## config.mk

```make
export PLATFORM = sky130hd
export DESIGN_NAME = hsv_to_rgb565
export DESIGN_NICKNAME = d
export VERILOG_FILES = /design/src/rtl/core/hsv_rgb_pkg.sv /design/src/rtl/core/hsv_to_rgb565.sv /design/src/rtl/core/hsv_rgb_front.sv /design/src/rtl/core/hsv_rgb_scale.sv /design/src/rtl/core/hsv_rgb_pack.sv
export SDC_FILE = /design/constraint.sdc
export NUM_CORES = 1
export LEC_CHECK = 0
export CAP_MARGIN = 10
export CELL_PAD_IN_SITES_DETAIL_PLACEMENT = 0
export CELL_PAD_IN_SITES_GLOBAL_PLACEMENT = 1
export CORE_MARGIN = 4
export CORE_UTILIZATION = 40
export DETAILED_ROUTE_END_ITERATION = 10
export DONT_BUFFER_PORTS = 1
export HOLD_SLACK_MARGIN = 0.02
export PLACE_DENSITY = 0.69
export SYNTH_ARGS = -nofsm -noshare
export SYNTH_HDL_FRONTEND = slang
export SYNTH_SLANG_ARGS = --single-unit
export TNS_END_PERCENT = 100
```

## constraint.sdc

```tcl
create_clock -name clk -period 7.4 [get_ports clk]
set_input_delay 0.74 -clock clk [delete_from_list [all_inputs] [get_ports clk]]
set_output_delay 0.74 -clock clk [all_outputs]
set_load 0.01 [all_outputs]
```

## src/rtl/core/hsv_rgb_pkg.sv

```systemverilog
// Shared types, constants and helpers for the HSV to RGB565 converter.
// Depends on nothing; every other file in rtl/core but hsv_rgb_checker uses it by scoped name.
`default_nettype none

package hsv_rgb_pkg;

  // Full scale of an 8-bit level (255 stands for 1.0).
  localparam logic [7:0]  FullLevel = 8'd255;
  // Full scale of the q/t numerator: 255 * 65536.
  localparam logic [23:0] DenFull   = 24'd16711680;

  // Hue sector, one sixth of a turn each.
  typedef enum logic [2:0] {
    SEC_RED_YEL = 3'd0,
    SEC_YEL_GRN = 3'd1,
    SEC_GRN_CYN = 3'd2,
    SEC_CYN_BLU = 3'd3,
    SEC_BLU_MAG = 3'd4,
    SEC_MAG_RED = 3'd5
  } sector_t;

  // After stage 1: sector split off, p numerator formed.
  typedef struct packed {
    sector_t     sector;
    logic [15:0] frac;
    logic [7:0]  sat;
    logic [7:0]  val;
    logic [15:0] p_num;
  } s1_word_t;

  // After stage 2: p finished, q/t scale factors formed.
  typedef struct packed {
    sector_t     sector;
    logic [7:0]  val;
    logic [7:0]  p;
    logic [23:0] q_fac;
    logic [23:0] t_fac;
  } s2_word_t;

  // After stage 3: q/t products scaled down by 65536.
  typedef struct packed {
    sector_t     sector;
    logic [7:0]  val;
    logic [7:0]  p;
    logic [15:0] q_num;
    logic [15:0] t_num;
  } s3_word_t;

  // floor(x / 255), exact for x <= 255*255 + 254.
  function automatic logic [7:0] div255(input logic [15:0] x);
    logic [16:0] sum;
    sum = {1'b0, x} + 17'd1 + {9'd0, x[15:8]};
    return sum[15:8];
  endfunction

endpackage

`default_nettype wire

```

## src/rtl/core/hsv_to_rgb565.sv

```systemverilog
// HSV to RGB565 pixel converter, top level.
// Depends on hsv_rgb_pkg, hsv_rgb_front, hsv_rgb_scale and hsv_rgb_pack.
//
// Usage:
//   Input channel: in_valid / in_stall carry one word of hue (16-bit fraction
//   of a turn), saturation and brightness (8-bit, 255 = full). A word is taken
//   on a rising edge with in_valid high and in_stall low.
//   Output channel: out_valid / out_stall carry one RGB565 color per input
//   word, in order (red 15..11, green 10..5, blue 4..0).
//   Throughput: one word per clock while the output is not stalled. Four
//   register stages (sector split, q/t factors, value multiply, channel select
//   and pack) each hold one word, with a valid bit traveling alongside.
//   Stall: each stage holds only while it is full and the stage after it
//   holds, so bubbles collapse and in_stall rises only once every stage is
//   full behind a stalled output. A held color does not change.
//   Reset: rst (synchronous, active high) drops all valid bits; words in
//   flight are lost and the block is ready in the next cycle.
`default_nettype none

module hsv_to_rgb565 (
  input  wire logic        clk,
  input  wire logic        rst,
  input  wire logic        in_valid,
  output logic             in_stall,
  input  wire logic [15:0] hue,
  input  wire logic [7:0]  saturation,
  input  wire logic [7:0]  brightness,
  output logic             out_valid,
  input  wire logic        out_stall,
  output logic [15:0]      color
);

  // Stage 2 -> stage 3 link
  logic                  s2_valid;
  logic                  s2_stall;
  hsv_rgb_pkg::s2_word_t s2_word;

  // Stage 3 -> stage 4 link
  logic                  s3_valid;
  logic                  s3_stall;
  hsv_rgb_pkg::s3_word_t s3_word;

  // Split the hue, form p and the q/t factors.
  hsv_rgb_front u_front (
    .clk        (clk),
    .rst        (rst),
    .in_valid   (in_valid),
    .in_stall   (in_stall),
    .hue        (hue),
    .saturation (saturation),
    .brightness (brightness),
    .out_valid  (s2_valid),
    .out_stall  (s2_stall),
    .out_word   (s2_word)
  );

  // Multiply the factors by the value channel.
  hsv_rgb_scale u_scale (
    .clk       (clk),
    .rst       (rst),
    .in_valid  (s2_valid),
    .in_stall  (s2_stall),
    .in_word   (s2_word),
    .out_valid (s3_valid),
    .out_stall (s3_stall),
    .out_word  (s3_word)
  );

  // Divide down, order the channels and pack into the output register.
  hsv_rgb_pack u_pack (
    .clk       (clk),
    .rst       (rst),
    .in_valid  (s3_valid),
    .in_stall  (s3_stall),
    .in_word   (s3_word),
    .out_valid (out_valid),
    .out_stall (out_stall),
    .color     (color)
  );

endmodule

`default_nettype wire

```

## src/rtl/core/hsv_rgb_front.sv

```systemverilog
// Stages 1 and 2: hue sector split, p level, and q/t scale factors.
// Depends on hsv_rgb_pkg.
`default_nettype none

module hsv_rgb_front (
  input  wire logic                  clk,
  input  wire logic                  rst,
  input  wire logic                  in_valid,
  output logic                       in_stall,
  input  wire logic [15:0]           hue,
  input  wire logic [7:0]            saturation,
  input  wire logic [7:0]            brightness,
  output logic                       out_valid,
  input  wire logic                  out_stall,
  output hsv_rgb_pkg::s2_word_t      out_word
);

  logic                  s1_valid;
  hsv_rgb_pkg::s1_word_t s1_word;
  logic                  s1_stall;
  logic                  s2_stall;
  logic [18:0]           h6;
  logic [23:0]           frac_sat;

  assign s2_stall = out_valid && out_stall;
  assign s1_stall = s1_valid && s2_stall;
  assign in_stall = s1_stall;

  // hue * 6 as shift-and-add
  assign h6 = {1'b0, hue, 2'b00} + {2'b00, hue, 1'b0};

  always_ff @(posedge clk) begin
    if (rst) begin
      s1_valid <= 1'b0;
    end else if (!s1_stall) begin
      s1_valid <= in_valid;
    end
    if (!s1_stall && in_valid) begin
      s1_word.sector <= hsv_rgb_pkg::sector_t'(h6[18:16]);
      s1_word.frac   <= h6[15:0];
      s1_word.sat    <= saturation;
      s1_word.val    <= brightness;
      s1_word.p_num  <= 16'(brightness) * 16'(hsv_rgb_pkg::FullLevel - saturation);
    end
  end

  assign frac_sat = 24'(s1_word.frac) * 24'(s1_word.sat);

  always_ff @(posedge clk) begin
    if (rst) begin
      out_valid <= 1'b0;
    end else if (!s2_stall) begin
      out_valid <= s1_valid;
    end
    if (!s2_stall && s1_valid) begin
      out_word.sector <= s1_word.sector;
      out_word.val    <= s1_word.val;
      out_word.p      <= hsv_rgb_pkg::div255(s1_word.p_num);
      out_word.q_fac  <= hsv_rgb_pkg::DenFull - frac_sat;
      // (65536 - f) * S folded into S << 16 minus f * S
      out_word.t_fac  <= hsv_rgb_pkg::DenFull - {s1_word.sat, 16'd0} + frac_sat;
    end
  end

endmodule

`default_nettype wire

```

## src/rtl/core/hsv_rgb_scale.sv

```systemverilog
// Stage 3: scale the q/t factors by the value channel, drop the low 16 bits.
// Depends on hsv_rgb_pkg.
`default_nettype none

module hsv_rgb_scale (
  input  wire logic                  clk,
  input  wire logic                  rst,
  input  wire logic                  in_valid,
  output logic                       in_stall,
  input  wire hsv_rgb_pkg::s2_word_t in_word,
  output logic                       out_valid,
  input  wire logic                  out_stall,
  output hsv_rgb_pkg::s3_word_t      out_word
);

  logic        hold;
  logic [31:0] q_prod;
  logic [31:0] t_prod;

  assign hold     = out_valid && out_stall;
  assign in_stall = hold;

  assign q_prod = 32'(in_word.val) * 32'(in_word.q_fac);
  assign t_prod = 32'(in_word.val) * 32'(in_word.t_fac);

  always_ff @(posedge clk) begin
    if (rst) begin
      out_valid <= 1'b0;
    end else if (!hold) begin
      out_valid <= in_valid;
    end
    if (!hold && in_valid) begin
      out_word.sector <= in_word.sector;
      out_word.val    <= in_word.val;
      out_word.p      <= in_word.p;
      out_word.q_num  <= q_prod[31:16];
      out_word.t_num  <= t_prod[31:16];
    end
  end

endmodule

`default_nettype wire

```

## src/rtl/core/hsv_rgb_pack.sv

```systemverilog
// Stage 4: finish q/t, order channels by sector, pack RGB565 into the output register.
// Depends on hsv_rgb_pkg.
`default_nettype none

module hsv_rgb_pack (
  input  wire logic                  clk,
  input  wire logic                  rst,
  input  wire logic                  in_valid,
  output logic                       in_stall,
  input  wire hsv_rgb_pkg::s3_word_t in_word,
  output logic                       out_valid,
  input  wire logic                  out_stall,
  output logic [15:0]                color
);

  logic       hold;
  logic [7:0] q;
  logic [7:0] t;
  logic [7:0] r;
  logic [7:0] g;
  logic [7:0] b;

  assign hold     = out_valid && out_stall;
  assign in_stall = hold;

  assign q = hsv_rgb_pkg::div255(in_word.q_num);
  assign t = hsv_rgb_pkg::div255(in_word.t_num);

  always_comb begin
    case (in_word.sector)
      hsv_rgb_pkg::SEC_RED_YEL: begin
        r = in_word.val; g = t;           b = in_word.p;
      end
      hsv_rgb_pkg::SEC_YEL_GRN: begin
        r = q;           g = in_word.val; b = in_word.p;
      end
      hsv_rgb_pkg::SEC_GRN_CYN: begin
        r = in_word.p;   g = in_word.val; b = t;
      end
      hsv_rgb_pkg::SEC_CYN_BLU: begin
        r = in_word.p;   g = q;           b = in_word.val;
      end
      hsv_rgb_pkg::SEC_BLU_MAG: begin
        r = t;           g = in_word.p;   b = in_word.val;
      end
      default: begin
        r = in_word.val; g = in_word.p;   b = q;
      end
    endcase
  end

  always_ff @(posedge clk) begin
    if (rst) begin
      out_valid <= 1'b0;
    end else if (!hold) begin
      out_valid <= in_valid;
    end
    if (!hold && in_valid) begin
      color <= {r[7:3], g[7:2], b[7:3]};
    end
  end

endmodule

`default_nettype wire

```

### After elaboration in Yosys (flattened, before gate mapping)

Index checks and enable logic that the tools add are counted.

* $add $sub $neg: 11
* $mul: 4
* mux-type cells: 3
* reduce and logical (&&, ||, !) cells: 17
* equality and inequality tests: 4

Operator list (count)
* one-hot mux 8 bit (3 select lines): 3
* multiplier 8 x 24 -> 32 bit: 2
* adder 16 x 1 -> 16 bit, second input constant: 3
* adder 16 x 8 -> 16 bit: 3
* subtractor 24 bit, first input constant: 2
* adder 24 bit: 1
* multiplier 16 x 8 -> 24 bit: 1
* adder 18 x 17 -> 19 bit: 1
* multiplier 8 x 16 -> 16 bit: 1
* subtractor 8 x 8 -> 9 bit, first input constant: 1
* logical AND 1 bit: 8
* OR reduction 2 bit: 4
* equality test 3 x 2 -> 1 bit, second input constant: 2
* logical NOT 1 bit: 4
* equality test 3 x 1 -> 1 bit, second input constant: 1
* equality test 3 bit, second input constant: 1
* logical NOT 3 bit: 1

* register bits: 189
* bits of input ports: 36
* word-level logic and storage cells: 59
* output and inout port bits: 18

### Logic depth before layout (Yosys ltp)

Gate-level depths: netlist of run 1.

* depth after elaboration: 6
* depth in mapped cells: 26
* mapped depth without buffers: 25

### Modules after synthesis

From an unflattened synthesis of run 1, not the netlist that was laid out.

* cells, all modules: 2735
* area total of the unflattened synthesis: 26867.0 um^2

By module, submodules not included
* hsv_rgb_scale: cells an instance 1372, times used 1, area each 13031.2 um^2, sequential area each 1551.5 um^2
* hsv_rgb_front: cells an instance 1149, times used 1, area each 12004.0 um^2, sequential area each 3463.3 um^2
* hsv_rgb_pack: cells an instance 214, times used 1, area each 1831.8 um^2, sequential area each 500.5 um^2

### Worst setup path before layout of run 1

No wires, ideal clock.

* path type: register -> register
* from: register u_front.s1_word[26] in the netlist's numbering
* to: register u_front.out_word[23] in the netlist's numbering (data pin)
* path buffers: 2
* cell stages (with the launch flop): 27
* data arrival time: 6.079 ns
* clock period less this slack: 6.341 ns
* data required time: 7.138 ns
* setup time: 0.262 ns
* path slack: 1.059 ns
* cell sequence: edfxtp_1 > clkbuf_1 > nand2_1 > fa_1 > fa_1 > inv_1 > fa_1 > inv_1 > fa_1 > inv_1 > ha_1 > a2111oi_4 > o21ai_1 > a2111oi_1 > or3_1 > buf_6 > clkinv_4 > ha_1 > or2_2 > o22a_1 > and3_1 > o211ai_1 > nand2_1 > o2111ai_1 > nand3_2 > a221oi_2 > xnor2_1

* longest elaborated chain between the ends: 2
* elaborated cells on any way between the ends: 3
* classes of those cells: add/sub: 2; mul: 1

Ends and longest elaborated chain
* from (decl): line hsv_rgb_front.sv:19 `hsv_rgb_pkg::s1_word_t s1_word;`
* multiplier 16 x 8 -> 24 bit or subtractor 24 bit (tied branches): line hsv_rgb_front.sv:47, hsv_rgb_front.sv:61
* adder 24 bit *: line hsv_rgb_front.sv:61 `out_word.t_fac <= hsv_rgb_pkg::DenFull - {s1_word.sat, 16'd0} + frac_sat;`
* to (decl): line hsv_rgb_front.sv:15 `output hsv_rgb_pkg::s2_word_t out_word`

Every way passes the cells marked *; elsewhere a longest branch is shown, timed or not.
A chain may end at the register's enable or synchronous reset.

### Worst setup path after layout of run 1

* from: register u_front.s1_word[29] in the netlist's numbering
* to: register u_front.out_word[23] in the netlist's numbering (data pin)

Same word-level chain as after synthesis.

==> results.yml, run 1 <==
die:
  row_count: 91
  coreArea_um2: 61900
  io_pins: 54
  start_util_pct: 40.5
  die_w_um: 258
  die_h_um: 258
  fp.dieArea_um2: 66800
route:
  vias: 17100
  drc: 0
  ant_nets: 0
  met1Wirelength_um: 26500
  maxUsedRoutingLayer: "met4"
  routedWlPerCell_um: 16.3
  routed-wl-met3_um: 1840
  viasPerCell: 5.04
  first_pass_iters: 7
  first_iter_violations: 878
  routed_wl_um: 55200
  wl_met2_um: 26000
global_route:
  overflow: 0
  grt_pass1_wl_um: 94000
  grt_pass1_vias: 18300
  antenna_found_initial: 0
  grtUsageTotal_pct: 17.3
  grt_max_degree: 63
synthesis:
  synth_warnings: 0
  post-synth-top-area-cell: "fa_1"
  synth_cells: 2558
  synth-seq-cells: 179
  synthTopCellsByArea: "fa_1 (29%), edfxtp_1 (21%), ha_1 (12%), inv_1 (6.1%), and2_1 (5.9%)"
  avgSynthCellArea_um2: 9.81
  ys.flop_type: "edfxtp_1"
  syn-num-nets: 3206
  async_reset_ff_share_pct: 0
  synth_seq_area_share_pct: 21.3
  synth_edf_count: 175
  syn_area_um2: 25100
  synth_top_cell_area_share_pct: 29.1
  yosysUniqueCellTypes: 77
worst_hold_path:
  hp-class: "input port to register"
sta:
  fin_tns_setup_ns: 0
  rsz0062_at_grt: "no"
  worst_pin_slew_ns: 1.15
  relSlewSlack_pct: 23.3
  period_share_pct: 92.8
  clock_skew_ns: 0.0140
  timing_hold_violations_final: 0
  fmax_mhz: 146
  finalSetupViolCount: 0
  layout_min_cycle_time_ns: 6.87
  final_max_slew_viol_count: 0
critical_path:
  critPathTopFamily: "adder cells"
  critPathKind: "register to register"
  cpMaxStageDelayCell: "edfxtp_1"
  crit_arrival_ns: 7.11
  cpPeakStageDelay_ns: 0.57
  crit_path_end_kind: "register"
  path_common_cell: "fa_1"
  path_max_fanout: 12
  worstPathCellList: "and2_1 -> fa_1 -> fa_1 -> fa_1 -> inv_1 -> fa_1 -> inv_1 -> ha_1 -> a2111oi_4 -> o21ai_1 -> a2111oi_1 -> or3_4 -> clkinv_4 -> ha_1 -> or2_2 -> o22ai_1 -> a21oi_1 -> a31oi_1 -> nand2_1 -> o2111ai_1 -> nand3_2 -> a221oi_2 -> xnor2_1"
  cp.buffers_inverters: 3
  worstPathRequired_ns: 7.64
  startpoint_type: "register"
place:
  port_buffers: 0
  gp_congestion: 0.831
  dp_hpwl_um: 44700
clock_network:
  path_clk_slew_ns: 0.08
  cts_hold_buf: 0
  clock_path_buffers: 2
  cts_max_level: 4
  numCtsBuffers: 17
  root_buffer: "clkbuf_16"
  cts_tree: "yes"
  clkSinkCount: 179
  worstSkewPairLatency_ns: 0.49
flow_run:
  cap_violations: 0
finish:
  layout.nets: 3191
  utilization_pct: 43.3
  syn_to_final_growth_pct: 6.80
  antenna_cells: 0
  drive_above_1_share_pct: 3.64
outcome:
  status: "finished clean"
-- synthesized netlist by cell type (28+ instances only) --
master,instances
a21o_1,31
a21oi_1,94
and2_1,235
clkbuf_1,60
edfxtp_1,175
fa_1,365
ha_1,247
inv_1,410
nand2_1,324
nand2b_1,43
nor2_1,70
nor2b_1,45
nor3_1,28
o21ai_0,65
xnor2_1,82
xor2_1,47
-- routing by layer --
layer / track usage, % / up-vias
met3: 2.86 / 47
met1: 24.1 / 8575
met5: 0 / -
li1: - / 8228
met4: 3.69 / 0
met2: 28.6 / 267
-- worst register-to-register path: stages (launching register included) --
cell and delay (ns):
edfxtp_1 0.57, and2_1 0.25, fa_1 0.55, fa_1 0.44
fa_1 0.50, inv_1 0.05, fa_1 0.47, inv_1 0.04
ha_1 0.37, a2111oi_4 0.34, o21ai_1 0.19, a2111oi_1 0.43
or3_4 0.26, clkinv_4 0.09, ha_1 0.24, or2_2 0.32
o22ai_1 0.20, a21oi_1 0.09, a31oi_1 0.28, nand2_1 0.15
o2111ai_1 0.25, nand3_2 0.15, a221oi_2 0.32, xnor2_1 0.11
-- registers in the layout, indices dropped and copies added, names as in the netlist --
register and count:
u_front.s1_word 50, u_front.s1_valid 1, u_front.out_word 62, u_front.out_valid 1, u_pack.color 16, u_scale.out_valid 1, u_pack.out_valid 1, u_scale.out_word 47
-- path summary, 6_finish.rpt --
| kind | startpoint | endpoint | slack (ns) | cells after the start |
|---|---|---|---|---|
| setup reg to reg | u_front.s1_word[29]$_DFFE_PP_ | u_front.out_word[23]$_DFFE_PP_ | 0.53 | 23 |
| hold / removal | rst | u_front.s1_valid$_SDFFE_PP0N_ | 0.32 | 1 |
| hold reg to reg | u_front.s1_word[19]$_DFFE_PP_ | u_front.out_word[59]$_DFFE_PP_ | 0.43 | 0 |
| setup / recovery | u_front.s1_word[29]$_DFFE_PP_ | u_front.out_word[23]$_DFFE_PP_ | 0.53 | 23 |
-- cell usage in the layout (no fill, tap or decap), drive strengths merged, types with 9 or more instances in the layout --
| cell type | instances |
|---|---|
| inv | 415 |
| fa | 365 |
| nand2 | 324 |
| ha | 247 |
| and2 | 235 |
| edfxtp | 175 |
| a21oi | 96 |
| xnor2 | 83 |
| nor2 | 70 |
| o21ai | 70 |
| xor2 | 47 |
| nor2b | 45 |
| nand2b | 43 |
| a21o | 31 |
| buf | 31 |
| nand3 | 29 |
| nor3 | 28 |
| o21a | 20 |
| clkbuf | 17 |
| nand4 | 15 |
| o211ai | 14 |
| clkinv | 12 |
| a211oi | 11 |
| and3 | 10 |
| a31oi | 9 |
| a21boi | 9 |
-- layout make-up --
type	instances	area [um^2]
Clock buffer	17	425
Clock inverter	15	210
Fill cell	6019	35100
Inverter	413	1560
Multi-Input combinational cell	1901	18000
Sequential cell	179	5340
Tap cell	837	1050
Timing Repair Buffer	31	245
-- through the flow --
step | hold WS, ns | std cells | area [um^2] | worst slack, ns
after CTS | 0.277 | 3388 | 26800 | 0.339
after global routing | 0.280 | 3393 | 26800 | 0.139
final | 0.318 | 3393 | 26800 | 0.533
after global placement | 0.408 | 3356 | 26100 | 0.510
after detailed placement | 0.405 | 3356 | 26100 | 0.348
after floorplan | 0.400 | 2558 | 25100 | 1.06
-- cell families (layout without fill, tap and decap cells) --
logic type	after synthesis	in the layout	synth area share, %
adders and majority gates	612	612	41.4
muxes	9	9	0.379
buffers and inverters	478	476	7.21
and+or+nand+nor	831	831	16.7
DFF	179	179	21.3
xor gates and xnor gates	130	130	4.57
AOI/OAI and AO/OA	319	319	8.40
-- timing repair --
item | 4_1_cts | 5_1_grt
buffers inserted | 0 | 5
setup endpoints to repair | 0 | 1
resized for setup | 0 | 1
hold endpoints to repair | 0 | 0
Power of run 1 is left out: the tool's default activity adds up to more than one toggle a clock period on the data nets, which glitch-free logic cannot reach.
==> run 2, diff against run 1 <==
--- a/config.mk
+++ b/config.mk
@@ -5,15 +5,15 @@
 export SDC_FILE = /design/constraint.sdc
 export NUM_CORES = 1
 export LEC_CHECK = 0
+export BUFFER_PORTS_ARGS = -buffer_cell sky130_fd_sc_hd__clkbuf_2
 export CAP_MARGIN = 10
 export CELL_PAD_IN_SITES_DETAIL_PLACEMENT = 0
 export CELL_PAD_IN_SITES_GLOBAL_PLACEMENT = 1
 export CORE_MARGIN = 4
 export CORE_UTILIZATION = 40
 export DETAILED_ROUTE_END_ITERATION = 10
-export DONT_BUFFER_PORTS = 1
 export HOLD_SLACK_MARGIN = 0.02
-export PLACE_DENSITY = 0.69
+export PLACE_DENSITY = 0.7
 export SYNTH_ARGS = -nofsm -noshare
 export SYNTH_HDL_FRONTEND = slang
 export SYNTH_SLANG_ARGS = --single-unit
==> results.yml, run 2 (synthesis results as in run 1) <==
global_route:
  grt_pass1_wl_um: 94200
  grt_busiest_layer: "met2"
  grtUsageTotal_pct: 17.4
  grt_pass1_vias: 18700
  grtUsageMet2_pct: 29.2
  use_met1_pct: 23.8
  grt_max_degree: 63
  antenna_found_initial: 0
  grtUsageMet3_pct: 2.56
  overflow: 0
finish:
  syn_to_final_growth_pct: 7.76
  final_common_cell: "inv_1"
  layout.nets: 3241
  ff_latch_area_um2: 5340
  max_flop_register: "u_front.out_word"
  multiInputGateArea_um2: 18000
  mostFrequentLayoutCells: "inv_1 (410), fa_1 (365), nand2_1 (324), ha_1 (247), and2_1 (235)"
  antenna_cells: 0
  reg_top3: "u_front.out_word: 62 flops, u_front.s1_word: 50 flops, u_scale.out_word: 47 flops"
  drive_above_1_share_pct: 5.37
  fillers: 5995
  largest_reg_flops: 62
sta:
  fmax_mhz: 143
  period_share_pct: 94.3
  clock_skew_ns: 0.0149
  fin_hold_ws_ns: 0.411
  final_max_slew_viol_count: 0
  finalSetupViolCount: 0
  worst_pin_slew_ns: 1.01
  rsz0062_at_grt: "no"
  layout_min_cycle_time_ns: 6.98
  timing_hold_violations_final: 0
  fin_tns_setup_ns: 0
  relSlewSlack_pct: 32.5
place:
  gp_congestion: 0.845
  dp_hpwl_um: 45200
  port_buffers: 53
critical_path:
  worstPathRequired_ns: 7.64
  reg2reg_depth: 23
  crit_path_end_kind: "register"
  crit_arrival_ns: 7.22
  critPathKind: "register to register"
  startpoint_type: "register"
  path_max_fanout: 16
clock_network:
  path_clk_slew_ns: 0.08
  cts_tree: "yes"
  clock_path_buffers: 2
  clkSinkCount: 179
  cts_max_level: 4
  numCtsBuffers: 17
  cts_hold_buf: 0
  worstSkewPairLatency_ns: 0.49
  root_buffer: "clkbuf_16"
route:
  routed_wl_um: 55500
  first_pass_iters: 5
  vias: 17300
  first_iter_violations: 752
  routedWlPerCell_um: 16.1
  drc: 0
  viasPerCell: 5.04
  ant_nets: 0
outcome:
  status: "finished clean"
die:
  die_w_um: 258
  die_h_um: 258
  start_util_pct: 40.5
  coreArea_um2: 61900
  row_count: 91
  fp.dieArea_um2: 66800
  io_pins: 54
worst_hold_path:
  hp-class: "register to register"
  whs_path_depth: 0
flow_run:
  cap_violations: 0
==> run 2: final cells by class <==
cell class,count,area share (%)
clock buffers,17,1.57
flip-flops and latches,179,19.7
multi-input cells,1901,66.5
well taps,837,3.87
repair buffers,81,1.80
inverters,413,5.75
clock inverters,15,0.796
==> run 2: per-layer routing <==
layer  part of all wire (%)  routed length, um  up-vias
met4                    1.8                988        0
met5                      0                  0        -
met3                    3.6               1990       53
met1                     47              26200     8675
met2                     48              26400      282
li1                       -                  -     8334
==> run 2: path summary, 6_finish.rpt <==
kind / slack (ns) / end / from
worst max-delay path: 0.42 / u_front.out_word[23]$_DFFE_PP_ / u_front.s1_word[31]$_DFFE_PP_
worst max register to register: 0.42 / u_front.out_word[23]$_DFFE_PP_ / u_front.s1_word[31]$_DFFE_PP_
worst min-delay path: 0.41 / u_scale.out_word[35]$_DFFE_PP_ / u_front.out_word[51]$_DFFE_PP_
worst min register to register: 0.41 / u_scale.out_word[35]$_DFFE_PP_ / u_front.out_word[51]$_DFFE_PP_
==> run 2: worst max-delay path, stage by stage (launching register included) <==
cell	delay, ns
edfxtp_1	0.75
and2_1	0.24
fa_1	0.43
fa_1	0.46
fa_1	0.49
inv_1	0.05
fa_1	0.47
inv_1	0.04
ha_1	0.37
a2111oi_4	0.34
o21ai_1	0.19
a2111oi_1	0.41
or3_1	0.36
clkinv_4	0.13
ha_1	0.26
or2_2	0.31
o22a_1	0.20
and3_1	0.18
o211ai_1	0.14
nand2_1	0.12
o2111ai_1	0.24
nand3_2	0.15
a221oi_2	0.30
xnor2_1	0.10
==> run 2: per-stage QoR <==
stage	instance area (um^2)	setup WS (ns)	instances	utilization, %
floorplan	25100	1.06	2558	-
global placement	26400	0.512	3408	42.6
detailed placement	26400	0.387	3408	42.6
CTS	27000	0.393	3440	43.6
global route	27000	0.0380	3443	43.7
finish	27000	0.424	3443	43.7
==> run 2: repair_timing <==
item | CTS | global route
resized for setup | 0 | 0
endpoints found under the setup margin | 0 | 1
buffers inserted | 0 | 3
hold endpoints to repair | 0 | 0
Power of run 2 is left out for the same reason.
==> run 3, diff against run 2 <==
--- a/config.mk
+++ b/config.mk
@@ -10,10 +10,11 @@
 export CELL_PAD_IN_SITES_DETAIL_PLACEMENT = 0
 export CELL_PAD_IN_SITES_GLOBAL_PLACEMENT = 1
 export CORE_MARGIN = 4
-export CORE_UTILIZATION = 40
+export CORE_UTILIZATION = 45
+export CTS_BUF_LIST = sky130_fd_sc_hd__clkbuf_8
 export DETAILED_ROUTE_END_ITERATION = 10
 export HOLD_SLACK_MARGIN = 0.02
-export PLACE_DENSITY = 0.7
+export PLACE_DENSITY = 0.77
 export SYNTH_ARGS = -nofsm -noshare
 export SYNTH_HDL_FRONTEND = slang
 export SYNTH_SLANG_ARGS = --single-unit
==> constraint.sdc (replaced) <==
create_clock -name clk -period 6.92 [get_ports clk]
set_input_delay 0.692 -clock clk [delete_from_list [all_inputs] [get_ports clk]]
set_output_delay 0.692 -clock clk [all_outputs]
set_load 0.01 [all_outputs]
==> results.yml, run 3 (synthesis results as in run 1) <==
place:
  gp_congestion: 0.879
  dp_slack_ns: 0.148
  port_buffers: 53
  dp_hpwl_um: 45100
global_route:
  grtUsageTotal_pct: 19.1
  grt_max_degree: 63
  overflow: 0
  grt_pass1_wl_um: 92900
  antenna_found_initial: 1
  grt_pass1_vias: 18800
finish:
  utilization_pct: 48.7
  final_common_cell: "inv_1"
  largest_reg_flops: 62
  ff_latch_area_um2: 5340
  reg_top3: "u_front.out_word: 62 flops, u_front.s1_word: 50 flops, u_scale.out_word: 47 flops"
  layout.nets: 3263
  drive_above_1_share_pct: 6.51
  max_flop_register: "u_front.out_word"
  multiInputGateArea_um2: 18000
  mostFrequentLayoutCells: "inv_1 (410), fa_1 (365), nand2_1 (324), ha_1 (246), and2_1 (235)"
  syn_to_final_growth_pct: 7.07
  fillers: 5127
route:
  first_pass_iters: 6
  viasPerCell: 5.20
  routed_wl_um: 54700
  vias: 17600
  ant_nets: 0
  first_iter_violations: 786
  routedWlPerCell_um: 16.2
  drc: 0
sta:
  final_max_slew_viol_count: 0
  period_share_pct: 95.1
  clock_skew_ns: 0.0198
  layout_min_cycle_time_ns: 6.58
  worst_pin_slew_ns: 0.960
  timing_hold_violations_final: 0
  rsz0062_at_grt: "yes"
  fmax_mhz: 152
  fin_hold_ws_ns: 0.347
  relSlewSlack_pct: 36.0
  fin_ws_ns: 0.339
  finalSetupViolCount: 0
critical_path:
  critPathTopFamily: "adder cells"
  cp.buffers_inverters: 3
  worstPathRequired_ns: 7.22
  critPathKind: "register to register"
  cpMaxStageDelayCell: "edfxtp_1"
  crit_path_end_kind: "register"
  path_common_cell: "fa_1"
  worstPathCellList: "and2_1 -> fa_1 -> fa_1 -> fa_1 -> inv_1 -> fa_1 -> inv_1 -> ha_1 -> a2111oi_4 -> o21ai_2 -> a2111oi_1 -> or3_4 -> clkinv_4 -> ha_1 -> or2_2 -> o22a_1 -> and3_1 -> o211ai_1 -> nand2_1 -> o2111ai_1 -> nand3_2 -> a221oi_2 -> xnor2_1"
  cpPeakStageDelay_ns: 0.56
  crit_arrival_ns: 6.88
  startpoint_type: "register"
  path_max_fanout: 7
die:
  row_count: 86
  fp.dieArea_um2: 59600
  die_h_um: 244
  start_util_pct: 45.5
  die_w_um: 244
  io_pins: 54
  coreArea_um2: 55200
flow_run:
  cap_violations: 0
clock_network:
  numCtsBuffers: 17
  cts_hold_buf: 0
  clock_path_buffers: 2
  cts_max_level: 4
  root_buffer: "clkbuf_8"
  path_clk_slew_ns: 0.11
  worstSkewPairLatency_ns: 0.54
  cts_tree: "yes"
  clkSinkCount: 179
worst_hold_path:
  hp-class: "input port to register"
outcome:
  status: "finished clean"
[run 3: cell types whose count changed in the layout (fill, tap and decap cells not counted), sizes merged]
| cell | before | now |
|---|---|---|
| clkbuf | 70 | 71 |
| bufinv | 3 | 0 |
| inv | 416 | 415 |
| diode | 0 | 1 |
| clkinvlp | 0 | 2 |
| clkinv | 9 | 11 |
| buf | 28 | 49 |
[run 3: final timing paths]
check	startpoint	endpoint	slack, ns	depth (start not counted)
setup / recovery	u_front.s1_word[30]$_DFFE_PP_	u_front.out_word[23]$_DFFE_PP_	0.34	23
hold / removal	hue[0]	u_front.s1_word[33]$_DFFE_PP_	0.35	1
setup reg to reg	u_front.s1_word[30]$_DFFE_PP_	u_front.out_word[23]$_DFFE_PP_	0.34	23
hold reg to reg	u_front.out_word[55]$_DFFE_PP_	u_scale.out_word[39]$_DFFE_PP_	0.43	0
[run 3: stage by stage]
stage,cells,area [um^2],TNS [ns]
after floorplan,2558,25100,0
after global placement,3331,26300,0
after detailed placement,3331,26300,0
after CTS,3363,26700,0
after global routing,3377,26900,-0.000146
final,3377,26900,0
[run 3: per-layer routing]
metal	share of wire [%]	GRT usage, %	up-vias
met3	4.3	3.08	72
met4	2.5	5.15	0
met2	47	31.9	361
li1	-	-	8373
met1	46	26.1	8749
met5	0	0	-
[run 3: final cells by class]
type / instances / area share (%)
Antenna cell: 1 / 0.00932
Clock buffer: 17 / 0.871
Clock inverter: 15 / 0.550
Inverter: 413 / 5.79
Multi-Input combinational cell: 1901 / 67.1
Sequential cell: 179 / 19.9
Tap cell: 748 / 3.48
Timing Repair Buffer: 103 / 2.38
[run 3: what timing repair did]
item,in CTS,in global routing
hold endpoints to repair,0,0
gates resized for setup,0,8
buffers inserted,0,13
setup endpoints to repair,0,6
Power of run 3 is left out for the same reason.
